## config.mk

```make
export PLATFORM = sky130hd
export DESIGN_NAME = wildcard_byte_signature_scanner
export DESIGN_NICKNAME = d
export VERILOG_FILES = /design/src/hdl/swbs_pkg.sv /design/src/hdl/swbs_cell.sv /design/src/hdl/swbs_result_queue.sv /design/src/hdl/wildcard_byte_signature_scanner.sv
export SDC_FILE = /design/constraint.sdc
export NUM_CORES = 2
export LEC_CHECK = 0
export ABC_AREA = 1
export BUFFER_PORTS_ARGS = -buffer_cell sky130_fd_sc_hd__buf_2
export CAP_MARGIN = 20
export CORE_AREA = 2 2 416 295
export CTS_CLUSTER_SIZE = 14
export DETAILED_ROUTE_END_ITERATION = 8
export DIE_AREA = 0 0 418 297
export PLACE_DENSITY = 0.66
export SLEW_MARGIN = 20
export SYNTH_ARGS = -nofsm -noshare
export SYNTH_HDL_FRONTEND = slang
export SYNTH_SLANG_ARGS = --single-unit
```

## constraint.sdc

```tcl
create_clock -name clk -period 25 [get_ports clk]
set_input_delay 3.75 -clock clk [delete_from_list [all_inputs] [get_ports clk]]
set_output_delay 3.75 -clock clk [all_outputs]
set_load 0.01 [all_outputs]
```

## src/hdl/swbs_pkg.sv

```systemverilog
// Shared types and constants for the wildcard byte signature scanner.
// No dependencies; every module of the scanner imports this package.
package swbs_pkg;

    // Size of the signature store in bytes (four 64-bit pattern words)
    localparam int unsigned SIG_BYTES       = 32;
    localparam int unsigned MAX_PATTERN_DEF = 32;
    localparam logic [7:0]  WILDCARD_BYTE   = 8'h2A;

    localparam int unsigned ADDR_W = 48;
    localparam int unsigned LEN_W  = 6;
    localparam int unsigned OFS_W  = 16;
    localparam int unsigned WORD_W = 64;
    localparam int unsigned POS_W  = 32;
    localparam int unsigned IDX_W  = 3;

    // Configuration register indexes
    localparam logic [IDX_W-1:0] REG_BASE_ADDRESS   = 3'd0;
    localparam logic [IDX_W-1:0] REG_PATTERN_LENGTH = 3'd1;
    localparam logic [IDX_W-1:0] REG_RESULT_OFFSET  = 3'd2;
    localparam logic [IDX_W-1:0] REG_PATTERN_WORD0  = 3'd3;
    localparam logic [IDX_W-1:0] REG_PATTERN_WORD1  = 3'd4;
    localparam logic [IDX_W-1:0] REG_PATTERN_WORD2  = 3'd5;
    localparam logic [IDX_W-1:0] REG_PATTERN_WORD3  = 3'd6;

    // One pending result: found flag and match start index within the region
    typedef struct packed {
        logic             found;
        logic [POS_W-1:0] start;
    } swbs_result_t;

endpackage

```

## src/hdl/swbs_cell.sv

```systemverilog
// One window cell of the scanner: holds one byte of the recent-byte window,
// passes it to the next cell and compares the incoming byte. Uses swbs_pkg.
module swbs_cell
    import swbs_pkg::*;
(
    input  logic       clk,
    input  logic       shift_en,
    input  logic [7:0] shift_in,
    input  logic [7:0] pattern,
    input  logic       active,
    output logic [7:0] byte_out,
    output logic       hit
);

    logic [7:0] byte_reg;

    always_ff @(posedge clk)
    begin
        if (shift_en)
        begin
            byte_reg <= shift_in;
        end
    end

    assign byte_out = byte_reg;

    // Compare against the byte this cell takes on the current shift
    assign hit = !active || (pattern == WILDCARD_BYTE) || (pattern == shift_in);

endmodule

```

## src/hdl/swbs_result_queue.sv

```systemverilog
// Two-entry result queue between the match logic and the output channel.
// Uses swbs_pkg for the result type.
module swbs_result_queue
    import swbs_pkg::*;
(
    input  logic         clk,
    input  logic         rst_n,
    input  logic         push,
    input  swbs_result_t push_data,
    input  logic         pop,
    output logic         not_full,
    output logic         not_empty,
    output swbs_result_t head
);

    logic [1:0]   count_reg;
    logic [1:0]   count_next;
    swbs_result_t head_reg;
    swbs_result_t tail_reg;

    always_comb
    begin
        count_next = count_reg;
        if (push && !pop)
        begin
            count_next = count_reg + 2'd1;
        end
        else if (pop && !push)
        begin
            count_next = count_reg - 2'd1;
        end
    end

    always_ff @(posedge clk or negedge rst_n)
    begin
        if (!rst_n)
        begin
            count_reg <= 2'd0;
        end
        else
        begin
            count_reg <= count_next;
        end
    end

    // Payload: advance tail into head on pop, else load the pushed word
    always_ff @(posedge clk)
    begin
        if (pop)
        begin
            if (count_reg == 2'd2)
            begin
                head_reg <= tail_reg;
            end
            else if (push)
            begin
                head_reg <= push_data;
            end
        end
        else if (push && (count_reg == 2'd0))
        begin
            head_reg <= push_data;
        end
        if (push && !pop && (count_reg == 2'd1))
        begin
            tail_reg <= push_data;
        end
    end

    assign not_full  = (count_reg != 2'd2);
    assign not_empty = (count_reg != 2'd0);
    assign head      = head_reg;

endmodule

```

## src/hdl/wildcard_byte_signature_scanner.sv

```systemverilog
// Top level of the wildcard byte signature scanner: configuration registers,
// region control, the chain of window cells and the result queue.
// Depends on swbs_pkg, swbs_cell and swbs_result_queue.
//
//   channel  signals                                   direction  word
//   -------  ----------------------------------------  ---------  -------------------
//   input    in_valid in_ready scan_byte last_byte      in         one region byte
//   output   out_valid out_ready found match_address    out        one search result
//   config   cfg_we cfg_index cfg_data                  in         one register write
//
// One byte is taken per cycle while the result queue has room; the compare
// of the whole window against the signature happens in the cycle the byte
// is accepted, and a result passes through the queue registers to the output.
// Results pass through a two-entry queue; input ready drops only while both
// entries hold results the consumer has not taken.
// Reset (rst_n, asynchronous, active low) clears registers, position, the
// done flag and the queue; window bytes need no reset.
module wildcard_byte_signature_scanner
    import swbs_pkg::*;
#(
    parameter int unsigned MAX_PATTERN = MAX_PATTERN_DEF
)
(
    input  logic              clk,
    input  logic              rst_n,

    input  logic              in_valid,
    output logic              in_ready,
    input  logic [7:0]        scan_byte,
    input  logic              last_byte,

    output logic              out_valid,
    input  logic              out_ready,
    output logic              found,
    output logic [ADDR_W-1:0] match_address,

    input  logic              cfg_we,
    input  logic [IDX_W-1:0]  cfg_index,
    input  logic [WORD_W-1:0] cfg_data
);

    // Only the cells a signature can reach are built
    localparam int unsigned NCELL = (MAX_PATTERN < SIG_BYTES) ? MAX_PATTERN : SIG_BYTES;
    localparam int unsigned SIG_W = SIG_BYTES * 8;

    // Configuration registers
    logic [ADDR_W-1:0] base_reg;
    logic [LEN_W-1:0]  len_reg;
    logic [OFS_W-1:0]  offset_reg;
    logic [WORD_W-1:0] word0_reg;
    logic [WORD_W-1:0] word1_reg;
    logic [WORD_W-1:0] word2_reg;
    logic [WORD_W-1:0] word3_reg;

    // Region state
    logic [POS_W-1:0]  pos_reg;
    logic [POS_W-1:0]  pos_next;
    logic              done_reg;
    logic              done_next;

    logic              accept;
    logic              shift_en;
    logic [POS_W-1:0]  pos_inc;
    logic              cfg_ok;
    logic              window_hit;
    logic              match;
    logic              push;
    swbs_result_t      push_data;
    swbs_result_t      head;
    logic              q_not_full;

    logic [SIG_W-1:0]  sig_vec;
    logic [SIG_W-1:0]  sig_rev;
    logic [SIG_W-1:0]  sig_aligned;
    logic [LEN_W-1:0]  align_sh;
    logic [NCELL-1:0]  cell_hit;
    logic [7:0]        chain [NCELL+1];

    //------------------------------------------------------------------
    // Configuration port: write on enable, ignore unused indexes
    //------------------------------------------------------------------
    always_ff @(posedge clk or negedge rst_n)
    begin
        if (!rst_n)
        begin
            base_reg   <= '0;
            len_reg    <= '0;
            offset_reg <= '0;
            word0_reg  <= '0;
            word1_reg  <= '0;
            word2_reg  <= '0;
            word3_reg  <= '0;
        end
        else if (cfg_we)
        begin
            unique case (cfg_index)
                REG_BASE_ADDRESS:   base_reg   <= cfg_data[ADDR_W-1:0];
                REG_PATTERN_LENGTH: len_reg    <= cfg_data[LEN_W-1:0];
                REG_RESULT_OFFSET:  offset_reg <= cfg_data[OFS_W-1:0];
                REG_PATTERN_WORD0:  word0_reg  <= cfg_data;
                REG_PATTERN_WORD1:  word1_reg  <= cfg_data;
                REG_PATTERN_WORD2:  word2_reg  <= cfg_data;
                REG_PATTERN_WORD3:  word3_reg  <= cfg_data;
                default:            ;
            endcase
        end
    end

    //------------------------------------------------------------------
    // Signature alignment. Cell j compares the byte received j bytes ago and
    // must meet signature byte len-1-j. Reverse the signature store and
    // shift it down by 32-len bytes so that byte j of the result lines up
    // with cell j. This depends on configuration only.
    //------------------------------------------------------------------
    assign sig_vec = {word3_reg, word2_reg, word1_reg, word0_reg};

    for (genvar k = 0; k < SIG_BYTES; k++)
    begin : g_rev
        assign sig_rev[8*k +: 8] = sig_vec[8*(SIG_BYTES-1-k) +: 8];
    end

    assign align_sh    = LEN_W'(SIG_BYTES) - len_reg;
    assign sig_aligned = sig_rev >> {align_sh[LEN_W-2:0], 3'b000};

    // Base address and length must be nonzero; length must fit both the store and the window
    assign cfg_ok = (base_reg != '0) && (len_reg != '0)
                    && ({1'b0, len_reg} <= 7'(SIG_BYTES))
                    && ({1'b0, len_reg} <= 7'(MAX_PATTERN));

    //------------------------------------------------------------------
    // Window: chain of cells, newest byte enters cell 0. Hold the chain
    // once a match is reported; later bytes of the region are dropped.
    //------------------------------------------------------------------
    assign accept   = in_valid && in_ready;
    assign shift_en = accept && !done_reg;
    assign chain[0] = scan_byte;

    for (genvar j = 0; j < NCELL; j++)
    begin : g_cell
        swbs_cell u_cell (
            .clk      (clk),
            .shift_en (shift_en),
            .shift_in (chain[j]),
            .pattern  (sig_aligned[8*j +: 8]),
            .active   (len_reg > LEN_W'(j)),
            .byte_out (chain[j+1]),
            .hit      (cell_hit[j])
        );
    end

    assign window_hit = &cell_hit;

    //------------------------------------------------------------------
    // Region control: position counts bytes (saturating), a match needs
    // at least len bytes seen in this region.
    //------------------------------------------------------------------
    assign pos_inc = (pos_reg == '1) ? pos_reg : pos_reg + POS_W'(1);
    assign match   = cfg_ok && window_hit && (pos_inc >= POS_W'(len_reg));

    always_comb
    begin
        pos_next        = pos_reg;
        done_next       = done_reg;
        push            = 1'b0;
        push_data.found = 1'b0;
        push_data.start = '0;
        if (accept)
        begin
            if (done_reg)
            begin
                // Drop bytes after a match; the final byte ends the region
                if (last_byte)
                begin
                    pos_next  = '0;
                    done_next = 1'b0;
                end
            end
            else
            begin
                pos_next = pos_inc;
                if (match)
                begin
                    push            = 1'b1;
                    push_data.found = 1'b1;
                    push_data.start = pos_inc - POS_W'(len_reg);
                end
                else if (last_byte)
                begin
                    push = 1'b1;
                end
                if (last_byte)
                begin
                    pos_next  = '0;
                    done_next = 1'b0;
                end
                else if (match)
                begin
                    done_next = 1'b1;
                end
            end
        end
    end

    always_ff @(posedge clk or negedge rst_n)
    begin
        if (!rst_n)
        begin
            pos_reg  <= '0;
            done_reg <= 1'b0;
        end
        else
        begin
            pos_reg  <= pos_next;
            done_reg <= done_next;
        end
    end

    //------------------------------------------------------------------
    // Result queue and output. Configuration must stay fixed while results
    // wait (the block does not enforce this): the address is formed from the queued start index.
    //------------------------------------------------------------------
    swbs_result_queue u_queue (
        .clk       (clk),
        .rst_n     (rst_n),
        .push      (push),
        .push_data (push_data),
        .pop       (out_valid && out_ready),
        .not_full  (q_not_full),
        .not_empty (out_valid),
        .head      (head)
    );

    assign in_ready      = q_not_full;
    assign found         = head.found;
    assign match_address = head.found
                           ? (base_reg + ADDR_W'(head.start) + ADDR_W'(offset_reg))
                           : '0;

endmodule
```

==> key figures <==
Synth
  – Synth Register Bits: 675
  – Ys Warns: 0
  – Dominant cell type by area after synthesis: edfxtp_1
  – Synth Instances: about 7000
  – Synth area leaders: edfxtp_1 20%, nand2_1 20%, dfrtp_1 19%, nand3_1 16%, o21ai_0 4.4%
  – Mapped cell area: between 0.04 and 0.05 mm2
  – Mapped Nets: between 7000 and 8000
  – Sequential-to-total area share from yosys stat: approximately two fifths
  – Distinct cells, synth: 51
  – Syn avg cell area: ~6.8 um2
  – Area share of the leading cell type in the synthesized netlist: 19.8%

Power
  – P_sw: roughly 3.4 mW
  – Sequential power share: a little over a quarter
  – Leakage: 24.5 nW
  – Int Pwr: 3.01 mW
  – Comb pwr share: a little over half
  – Max VDD drop: 0.0777 mV
  – Clock network power share: 18.7%
  – PwrDens: 124 mW/mm2
  – Total power: 6.41 mW
  – Switching portion of total power: 53.0%

Global route
  – Largest net degree at the start of global routing: about 170
  – Grt total ovfl: 0
  – Tot GR Track Use: about a third
  – First-pass GRT wire length: around 310000 um
  – Number of global-route vias before repair: ~44000
  – Antenna violations before repair: 12

Place
  – Setup slack at placement: 17180 ps
  – PortBufs: 131
  – Final Wtd Congestion: 1.09
  – HPWL after detailed placement: between 150000 and 200000 um

Die
  – Starting density of the core: 39.7%
  – Die height: slightly below 300 um
  – Die footprint: between 0.1 and 0.15 mm2
  – Core ar.: approximately 0.12 mm2
  – Die width: between 400 and 500 um
  – Ports: 132
  – Row count: approximately 110

Timing
  – Relative slew slack: approximately 20%
  – Max frequency: around 120 MHz
  – Final Skew: between 40 and 50 ps
  – Final hold viol count: 0
  – Worst Tran Pin Value: 1190 ps
  – Hold slack: 442 ps
  – RSZ-0062 raised after global routing: no
  – Period utilisation layout: between 30 and 40%
  – Tmin final: about 8600 ps
  – Final Max Tran Viols: 0
  – Setup WS post-layout: 16380 ps
  – TNS Setup: 0 ps
  – Final setup violating endpoints: 0

Clock tree
  – CTS tree: built
  – Clock tree buffer depth: 3
  – Num CTS Buffers: 76
  – Clock sink total: a little under 700
  – Root Buffer: clkbuf_16
  – Worst skew pair latency: about 720 ps
  – Post-CTS Setup Inserts: 0
  – Worst-path clk slew: approximately 60 ps
  – H-Tree Depth: 3
  – CTS Hold Bufs: 0
  – CTS resizes: 0

Finish
  – Final core occ: 42.9%
  – Share of cells above drive strength 1: 5.21%
  – Fin nets: between 7000 and 8000
  – Area Growth Syn to Fin: 8.25%
  – Max FFs per register: about 250

Hold path
  – HP Class: reg -> reg

Critical path
  – Crit-path cells: fa_1 -> ha_1 -> nand2_1 -> o21ai_0 -> a21oi_1 -> o21ai_0 -> a21oi_1 -> o21ai_0 -> nor3b_1 -> o21ai_0 -> a21oi_1 -> buf_2
  – Peak fanout along the critical path: 6
  – CP max stage cell: o21ai_0
  – CP required: between 20000 and 25000 ps
  – Endpoint type of the worst setup path: primary output
  – Critical path class: reg -> out
  – Buf/Inv on CP: 1
  – Worst path top cell family by delay: compound AO/OA/AOI/OAI gates
  – Critical Path Start Type: register
  – WP data arrival: approximately 4900 ps
  – Delay of the slowest critical-path stage: 860 ps
  – Most used cell, CP: o21ai_0

Run
  – Total of max-cap violations: 0

Drt
  – Total Wirelength: between 200000 and 250000 um
  – Initial DRC count: about 8600
  – DR DRC count: 0
  – Vias per inst: between 5 and 6
  – Vias post-DR: 50500
  – Number of routed nets with antenna violations: 0
  – Drt pass-1 iters: 7
  – Wirelength per Cell: roughly 26 um

Status
  – Run status: completed
[cells by family after synthesis]
| kind of cell | Yosys count | share of synthesized area [%] |
|---|---|---|
| buffers and inverters | 830 | 7.37 |
| adders and majority gates | 80 | 2.38 |
| xor gates and xnor gates | 104 | 1.91 |
| and+or+nand+nor | 4678 | 42.2 |
| DFF | 675 | 38.7 |
| AOI/OAI and AO/OA | 664 | 7.51 |
[Yosys cell counts, drive strengths merged]
library cell	n
nand2	2486
nand3	1571
o21ai	458
inv	453
nor2	417
dfrtp	361
edfxtp	314
buf	246
clkbuf	130
a21oi	121
xor2	92
nand3b	66
ha	62
nand4	56
nor3	48
o22ai	25
fa	18
o21bai	17
nor4	15
xnor2	12
a31oi	11
or2	8
and2	7
o21a	6
o211ai	5
a21o	4
a41oi	4
o31ai	4
nor3b	3
o221ai	3
a211oi	1
a21boi	1
a311oi	1
a31o	1
a32oi	1
and3	1
clkinv	1
o41ai	1
[power by group through the flow]
stage	clock network (mW)	logic, mW	registers, mW
final	1.20	3.51	1.71
after global routing	1.24	3.75	1.73
after CTS	1.20	3.36	1.69
after detailed placement	0	3.34	1.71
after global placement	0	3.33	1.71
after floorplan	0	2.20	1.62
[cell usage in the layout, fill, tap and decap left out, drive strengths merged, types with 8 or more instances in the layout]
cell | netlist | layout
inv | 453 | 458
diode | 0 | 12
xor2 | 92 | 92
nand2 | 2486 | 2486
clkbuf | 130 | 100
fa | 18 | 18
dfrtp | 361 | 361
nand3b | 66 | 66
nor2 | 417 | 417
ha | 62 | 62
nor3 | 48 | 48
nand3 | 1571 | 1571
edfxtp | 314 | 314
nand4 | 56 | 56
a21oi | 121 | 121
o21ai | 458 | 458
o22ai | 25 | 25
clkinvlp | 0 | 8
o21bai | 17 | 17
xnor2 | 12 | 12
nor4 | 15 | 15
a31oi | 11 | 11
clkinv | 1 | 19
buf | 246 | 175
or2 | 8 | 8
[worst paths after layout]
path	cells after the start	slack, ps	to	start
worst max-delay path	12	16380	match_address[38]	base_reg[7]
worst min-delay path	0	440	g_cell[24].u_cell.byte_out[5]	g_cell[23].u_cell.byte_out[5]
worst max register to register	28	16800	u_queue.tail_reg[10]	len_reg[0]
worst min register to register	0	440	g_cell[24].u_cell.byte_out[5]	g_cell[23].u_cell.byte_out[5]
max in group asynchronous	4	18680	len_reg[0]	rst_n
min in group asynchronous	1	3120	word3_reg[62]	rst_n
[per-stage QoR]
step | cell area [um2] | instances
after global placement | 49100 | 8409
after detailed placement | 49100 | 8410
after floorplan | 47700 | 7031
after CTS | 51600 | 8548
final | 51700 | 8560
after global routing | 51700 | 8553
[layer usage]
layer / up-vias / part of all wire (%) / wire length [um] / GRT usage [%]
met5: - / 0.019 / 42 / 0
met2: 3092 / 38 / 83900 / 45.4
met4: 8 / 3.4 / 7460 / 10.5
li1: 23200 / - / - / -
met1: 23900 / 44 / 97500 / 52.1
met3: 340 / 14 / 30600 / 11.2
[layout make-up]
type                    count  area (um2)
clock inverters            38         429
multi-input cells        5526       25900
diodes                     12        30.0
inverters                 454        1730
repair buffers            175        1060
clock buffers             100        2120
fillers                 12500       68700
well taps                1580        1980
flip-flops and latches    675       18500
Power figures use the tool's default switching activity.
